[src/tccs_pkg.sv]
// ----------------------------------------------------------------------------
// tccs_pkg: shared types and constants of the text console engine
// Item layouts, controller/datapath command and status groups, state codes
// and the character codes the console interprets.
// ----------------------------------------------------------------------------
package tccs_pkg;

  // Character codes with special handling
  localparam logic [7:0] CH_NEWLINE   = 8'h0A;
  localparam logic [7:0] CH_BACKSPACE = 8'h08;
  localparam logic [7:0] CH_TAB       = 8'h09;
  localparam logic [7:0] CH_SPACE     = 8'h20;

  localparam int unsigned TAB_ADVANCE = 4;
  localparam int unsigned BACK_MARGIN = 2;

  // Screen cell after reset: blank, grey on black
  localparam logic [15:0] BLANK_CELL = 16'h0720;

  // Configuration register indexes and reset values
  localparam logic       REG_TEXT_COLOR    = 1'b0;
  localparam logic       REG_PROMPT_LENGTH = 1'b1;
  localparam logic [7:0] TEXT_COLOR_RESET  = 8'd7;
  localparam logic [6:0] PROMPT_RESET      = 7'd0;

  // Request function codes
  localparam logic FUNC_PUT  = 1'b0;
  localparam logic FUNC_READ = 1'b1;

  typedef struct packed {
    logic        func;
    logic [7:0]  char_code;
    logic [10:0] cell_index;
  } in_item_t;

  typedef struct packed {
    logic [4:0]  cursor_row;
    logic [6:0]  cursor_col;
    logic [15:0] cell_value;
    logic        scrolled;
  } out_item_t;

  // Controller to datapath
  typedef struct packed {
    logic load;    // latch the accepted request
    logic step;    // control-character / tab pre-move
    logic write;   // write the character cell, advance cursor
    logic scroll;  // one step of the scroll walk
    logic read;    // issue the screen read
    logic clear;   // one step of the post-reset clearing pass
    logic emit;    // load the result register
  } cmd_t;

  // Datapath to controller
  typedef struct packed {
    logic func;
    logic is_nl;
    logic is_bs;
    logic tab_wrap;
    logic last_row;
    logic col_wrap;
    logic scroll_done;
    logic clear_done;
    logic out_busy;
  } status_t;

  typedef enum logic [6:0] {
    S_CLEAR  = 7'b0000001,
    S_IDLE   = 7'b0000010,
    S_STEP   = 7'b0000100,
    S_WRITE  = 7'b0001000,
    S_SCROLL = 7'b0010000,
    S_READ   = 7'b0100000,
    S_DONE   = 7'b1000000
  } state_t;

endpackage

[src/tccs_ctrl.sv]
// ----------------------------------------------------------------------------
// tccs_ctrl: sequencer of the text console engine
// Walks each request through step, write, scroll and read phases and runs
// the clearing pass after reset.
// ----------------------------------------------------------------------------
module tccs_ctrl (
  input  logic              clk,
  input  logic              rst_n,
  input  logic              in_valid,
  output logic              in_ready,
  input  tccs_pkg::status_t st,
  output tccs_pkg::cmd_t    cmd
);
  import tccs_pkg::*;

  state_t state_r, state_nxt;
  logic   write_after_r, write_after_nxt;  // scroll came from a tab wrap

  always_comb begin
    state_nxt       = state_r;
    write_after_nxt = write_after_r;
    cmd             = '0;
    in_ready        = 1'b0;
    unique case (state_r)
      S_CLEAR: begin
        cmd.clear = 1'b1;
        if (st.clear_done) begin
          state_nxt = S_IDLE;
        end
      end
      S_IDLE: begin
        in_ready = 1'b1;
        if (in_valid) begin
          cmd.load  = 1'b1;
          state_nxt = S_STEP;
        end
      end
      S_STEP: begin
        if (st.func) begin
          cmd.read  = 1'b1;
          state_nxt = S_READ;
        end else begin
          cmd.step = 1'b1;
          priority if (st.is_nl) begin
            write_after_nxt = 1'b0;
            state_nxt       = st.last_row ? S_SCROLL : S_DONE;
          end else if (st.is_bs) begin
            state_nxt = S_DONE;
          end else if (st.tab_wrap && st.last_row) begin
            write_after_nxt = 1'b1;
            state_nxt       = S_SCROLL;
          end else begin
            state_nxt = S_WRITE;
          end
        end
      end
      S_WRITE: begin
        cmd.write = 1'b1;
        if (st.col_wrap && st.last_row) begin
          write_after_nxt = 1'b0;
          state_nxt       = S_SCROLL;
        end else begin
          state_nxt = S_DONE;
        end
      end
      S_SCROLL: begin
        cmd.scroll = 1'b1;
        if (st.scroll_done) begin
          state_nxt = write_after_r ? S_WRITE : S_DONE;
        end
      end
      S_READ: begin
        // read data, issued in the step state, sits in the RAM output register here
        state_nxt = S_DONE;
      end
      S_DONE: begin
        if (!st.out_busy) begin
          cmd.emit  = 1'b1;
          state_nxt = S_IDLE;
        end
      end
      default: begin
        state_nxt = S_CLEAR;
      end
    endcase
  end

  always_ff @(posedge clk) begin
    if (!rst_n) begin
      state_r       <= S_CLEAR;
      write_after_r <= 1'b0;
    end else begin
      state_r       <= state_nxt;
      write_after_r <= write_after_nxt;
    end
  end

endmodule

[config.mk]
export PLATFORM = sky130hd
export DESIGN_NAME = tccs_ctrl
export DESIGN_NICKNAME = d
export VERILOG_FILES = /design/src/tccs_pkg.sv /design/src/tccs_ctrl.sv
export SDC_FILE = /design/constraint.sdc
export NUM_CORES = 1
export LEC_CHECK = 0
export BUFFER_PORTS_ARGS = -buffer_cell sky130_fd_sc_hd__buf_2
export CAP_MARGIN = 20
export CORE_UTILIZATION = 50
export CTS_BUF_LIST = sky130_fd_sc_hd__clkbuf_2
export DETAILED_ROUTE_END_ITERATION = 12
export PLACE_DENSITY_LB_ADDON = 0.05
export SLEW_MARGIN = 10
export SYNTH_ARGS = -nofsm -noshare
export SYNTH_HDL_FRONTEND = slang
export SYNTH_SLANG_ARGS = --single-unit
[constraint.sdc]
create_clock -name clk -period 2.9 [get_ports clk]
set_clock_uncertainty 0.1 [all_clocks]
set_input_delay 0.29 -clock clk [delete_from_list [all_inputs] [get_ports clk]]
set_output_delay 0.29 -clock clk [all_outputs]
set_load 0.005 [all_outputs]
Word level (Yosys, flattened, before mapping) --
Index checks and enable logic that the tools add are counted.
Cells by class: equal/unequal tests 15, reduce and logical (&&, ||, !) cells 5, mux-type cells 30
Operators with widths (number):
- 2-to-1 mux 7 bit | 10
- one-hot mux 7 bit (7 select lines) | 1
- 2-to-1 mux 1 bit | 17
- inequality test 2 bit (second input constant) | 6
- equality test 7 x 1 -> 1 bit (second input constant) | 1
- equality test 7 x 2 -> 1 bit (second input constant) | 1
- equality test 7 x 3 -> 1 bit (second input constant) | 1
- equality test 7 x 4 -> 1 bit (second input constant) | 1
- equality test 7 x 5 -> 1 bit (second input constant) | 1
- equality test 7 x 6 -> 1 bit (second input constant) | 1
- equality test 7 bit (second input constant) | 1
- inequality test 3 bit (second input constant) | 2
- 2-to-1 mux 5 bit | 1
- AND reduction 5 bit | 1
- AND reduction 4 bit | 1
- logical AND 1 bit | 2
- one-hot mux 1 bit (2 select lines) | 1
- nonzero test 2 bit | 1
Word-level totals: output and inout port bits 8, logic and storage cells 52, register bits 8, bits of input ports 12

Longest topological paths before layout --
depth after elaboration 6, mapped depth 7, depth with buffers taken out 5

Worst setup path after synthesis --
Ideal clock, no wire load.
path type reg-to-reg, start register state_r[1], end register state_r[6], arrival 1.483 ns, period minus slack after synthesis 1.702 ns, stages on the path, launching flop included 7, buffers on the path 1, slack 1.198 ns, data required time 2.681 ns, library setup time 0.119 ns, cells stage by stage dfxtp_1 -> buf_6 -> or4_4 -> nor2_4 -> a2bb2oi_2 -> o31a_4 -> o221a_1
Between the ends: longest elaborated chain between the ends 3, elaborated cells on any way between the ends 13, classes of those cells eq/ne (11); mux (1); reduce/logical (1)
Ends and longest elaborated chain:
- start, declared | RTL line tccs_ctrl.sv:16 | state_t state_r, state_nxt;
- start signal, assigned | RTL line tccs_ctrl.sv:93 | state_r <= state_nxt;
- equality test 7 x 5 -> 1 bit (tied with other cells) | RTL line tccs_ctrl.sv:24 | unique case (state_r)
- inequality test 2 bit (no source line)
- AND reduction 4 bit (no source line)
Parallel ways exist; a longest one is shown, timed or not. A chain may end at the register's enable or synchronous reset.

==> summary.log <==
qor: outcome.outcome complete, no violations
qor: drt.post_drt_wl_per_cell 13.5 um
qor: worst_hold_path.worstHoldPathCells 2
qor: layout.layout-area-overhead-vs-synth 13.8%
qor: sta.postLayoutSetupSlackWorst 0.937 ns
qor: cts.clock_tree.root_cell sky130_fd_sc_hd__clkbuf_2
qor: cts.total_of_hold_buffers_inserted_after_clock_tree_synthesis 0
qor: sta.setup_repair_after_global_routing_missed_its_margin no
qor: drt.drt-total-wl 1480 um
qor: floorplanning.die-area 1450 um2
qor: sta.setup_viol 0
qor: floorplanning.fp.coreArea 1160 um2
qor: synthesis.yosys_warnings 0
qor: layout.nFillCells 102
qor: place.detailedPlacementHpwl 1140 um
qor: worst_setup_path.criticalPathCategory flip-flop to primary output
qor: layout.layout-drive-gt1-share 0.302
qor: layout.antenna_cells_inserted 0
qor: sta.final_min_period_over_clock_period 0.677
qor: drt.routed-via-count 646
qor: worst_hold_path.min_path_type primary input to flip-flop
qor: floorplanning.io-pin-count 20
qor: synthesis.synthesis.nets 92
qor: synthesis.synth_area_leader_cell sky130_fd_sc_hd__dfxtp_1
qor: worst_hold_path.holdCritStartpoint rst_n
qor: drt.detail_route.drc_violations 0
qor: place.pre_cts_slack 1.14 ns
qor: place.finalWeightedCongestion 0.797
qor: drt.post_drt_via_cell_ratio 5.87
qor: worst_setup_path.worst-path-max-fanout 9
qor: worst_setup_path.reg2regPathDepth 5
qor: drt.drt-initial-drc-count 23
qor: place.placement.cell_area 726 um2
qor: worst_setup_path.cp-start-kind flip-flop
qor: global_routing.global_route_wire_length_before_repair 2400 um
qor: worst_setup_path.timing.rr.end state_r[6]$_SDFFE_PN0P_
qor: sta.hold_violations 0
qor: synthesis.postSynthCellCount 80
qor: cts.h_tree_levels 1
qor: floorplanning.num_rows 12
qor: layout.layout.cell_area.non_filler 741 um2
qor: global_routing.grt_antenna_before_repair 0
qor: cts.post_cts_buffers 0
qor: layout.design.final.nets 110
qor: global_routing.grt_usage 0.243
qor: synthesis.synth_sequential_area_ratio 0.246
qor: cts.cts_buffer_depth 2
qor: place.port_buffers 19
qor: pwr.leakagePower 0.368 nW
qor: pwr.ir_worst_vdd 349 uV
qor: worst_hold_path.min_to state_r[0]$_SDFFE_PN1P_
qor: global_routing.grt-ovfl-total 0
qor: synthesis.synth.distinct_cells 42
qor: worst_setup_path.critical_path_arrival 1.57 ns
qor: synthesis.ys_seq_elements 8
qor: sta.fmax 509 MHz
qor: floorplanning.die_h 38.1 um
qor: synthesis.syn-cell-area 651 um2
qor: synthesis.netlist_top_cells_area sky130_fd_sc_hd__dfxtp_1 (25%), sky130_fd_sc_hd__nor2_1 (5.8%), sky130_fd_sc_hd__a22o_1 (5.4%)
qor: floorplanning.dieWidth 38.1 um
qor: sta.finalSetupTns 0 ns
qor: job.maxCapViolCount 0
qor: global_routing.grt_max_degree 11
qor: floorplanning.initial_cell_density_of_the_core 0.563
qor: cts.cts_resized 0
qor: cts.cts_tree done
qor: sta.period_minus_slack 1.96 ns
qor: drt.drtPass1Iterations 4
qor: sta.slew_violations 0
qor: synthesis.synth_top_area_share 0.246
qor: layout.layout.cells.most_common sky130_fd_sc_hd__buf_2
qor: drt.antenna_nets_post_route 0
qor: cts.clock_latency 0.24 ns
qor: cts.cts_sinks 8
qor: worst_setup_path.critical_path_required 2.51 ns
qor: sta.worstMarginPinSlew 0.342 ns
qor: layout.commonest_cells_after_routing_fill_and_taps_aside sky130_fd_sc_hd__buf_2 (19), sky130_fd_sc_hd__nor2_1 (10), sky130_fd_sc_hd__dfxtp_1 (8)
qor: worst_setup_path.critical_path.endpoint_type primary output
qor: worst_setup_path.regToRegStartpoint state_r[1]$_SDFFE_PN0P_
qor: cts.clk_transition_reported_paths 0.09 ns
qor: synthesis.synth_area_per_cell 8.13 um2
qor: pwr.power_density 595 nW/um2
qor: worst_setup_path.worst-r2r-setup-slack 1.12 ns
qor: sta.relSlewSlack 0.772
qor: cts.cts_buffers 3
qor: global_routing.first_global_vias 559
[cells in the mapped netlist (all sizes together)]
master,count
o22a,1
inv,5
nand2,3
o31a,1
or2b,1
and2,1
nand2b,1
or4,2
buf,5
and4bb,1
dfxtp,8
a21o,1
a211oi,1
and4b,1
mux2i,1
nor2,11
o211ai,2
xnor2,1
o221a,1
nor2b,2
and3,5
a32oi,1
nor3,2
nor4,1
a221oi,1
o21ai,3
a21oi,3
and4,2
nand3,2
a22o,4
o21a,1
clkbuf,1
xor2,1
or3,2
a2bb2oi,1
[metrics by stage]
stage	utilization	instances	total power, mW	hold WS [ns]
final	0.641	110	0.441	0.199
after global placement	0.628	107	0.367	0.447
after detailed placement	0.628	107	0.373	0.447
after CTS	0.641	110	0.441	0.196
after global routing	0.641	110	0.471	0.208
after floorplan	-	80	0.337	0.270
[registers in the layout (all words and copies together) (netlist names)]
name and flops:
write_after_r 1, state_r 7
[layout make-up]
| class | count | area (um2) | area share |
|---|---|---|---|
| multi-input combinational | 61 | 434 | 0.586 |
| sequential | 8 | 160 | 0.216 |
| timing repair buffer | 19 | 95.1 | 0.128 |
| inverter | 5 | 18.8 | 0.0253 |
| tap | 14 | 17.5 | 0.0236 |
| clock buffer | 3 | 15.0 | 0.0203 |
[power by group]
| part | internal (mW) | switching, mW | total [mW] |
|---|---|---|---|
| Clock | 0.0282 | 0.0421 | 0.0703 |
| Sequential | 0.125 | 0.0369 | 0.161 |
| Combinational | 0.111 | 0.0986 | 0.209 |
[logic make-up after synthesis]
kind of cell | share of synthesized area
AO/OA/AOI/OAI | 0.265
XOR/XNOR | 0.0269
buffers and inverters | 0.0865
flip-flops | 0.246
multiplexers | 0.0154
AND/OR/NAND/NOR | 0.360
[critical path: stages, from the launching register on]
cell	delay [ns]
sky130_fd_sc_hd__dfxtp_1	0.40
sky130_fd_sc_hd__or4_4	0.57
sky130_fd_sc_hd__nor2_4	0.12
sky130_fd_sc_hd__nand2_1	0.06
sky130_fd_sc_hd__nor2_1	0.07
sky130_fd_sc_hd__buf_2	0.11
[metal layers]
metal / wire length [um] / track usage / vias to the layer above
li1: - / - / 327
met1: 741 / 0.343 / 301
met2: 668 / 0.347 / 16
met3: 62 / 0.0698 / 2
met4: 10 / 0.0804 / 0
met5: 0 / 0 / -
[how the worst max path moves through the flow]
stage	from	endpoint	slack, ns	cells after the start
finish	state_r[1]$_SDFFE_PN0P_	cmd[0]	0.94	5
detailed placement	state_r[1]$_SDFFE_PN0P_	state_r[6]$_SDFFE_PN0P_	1.14	5
CTS	state_r[1]$_SDFFE_PN0P_	cmd[0]	0.94	5
global route	state_r[1]$_SDFFE_PN0P_	cmd[0]	0.85	5
floorplan	state_r[1]$_SDFFE_PN0P_	state_r[6]$_SDFFE_PN0P_	1.20	6
global placement	state_r[1]$_SDFFE_PN0P_	state_r[6]$_SDFFE_PN0P_	1.13	5
Power figures use the tool's default switching activity.
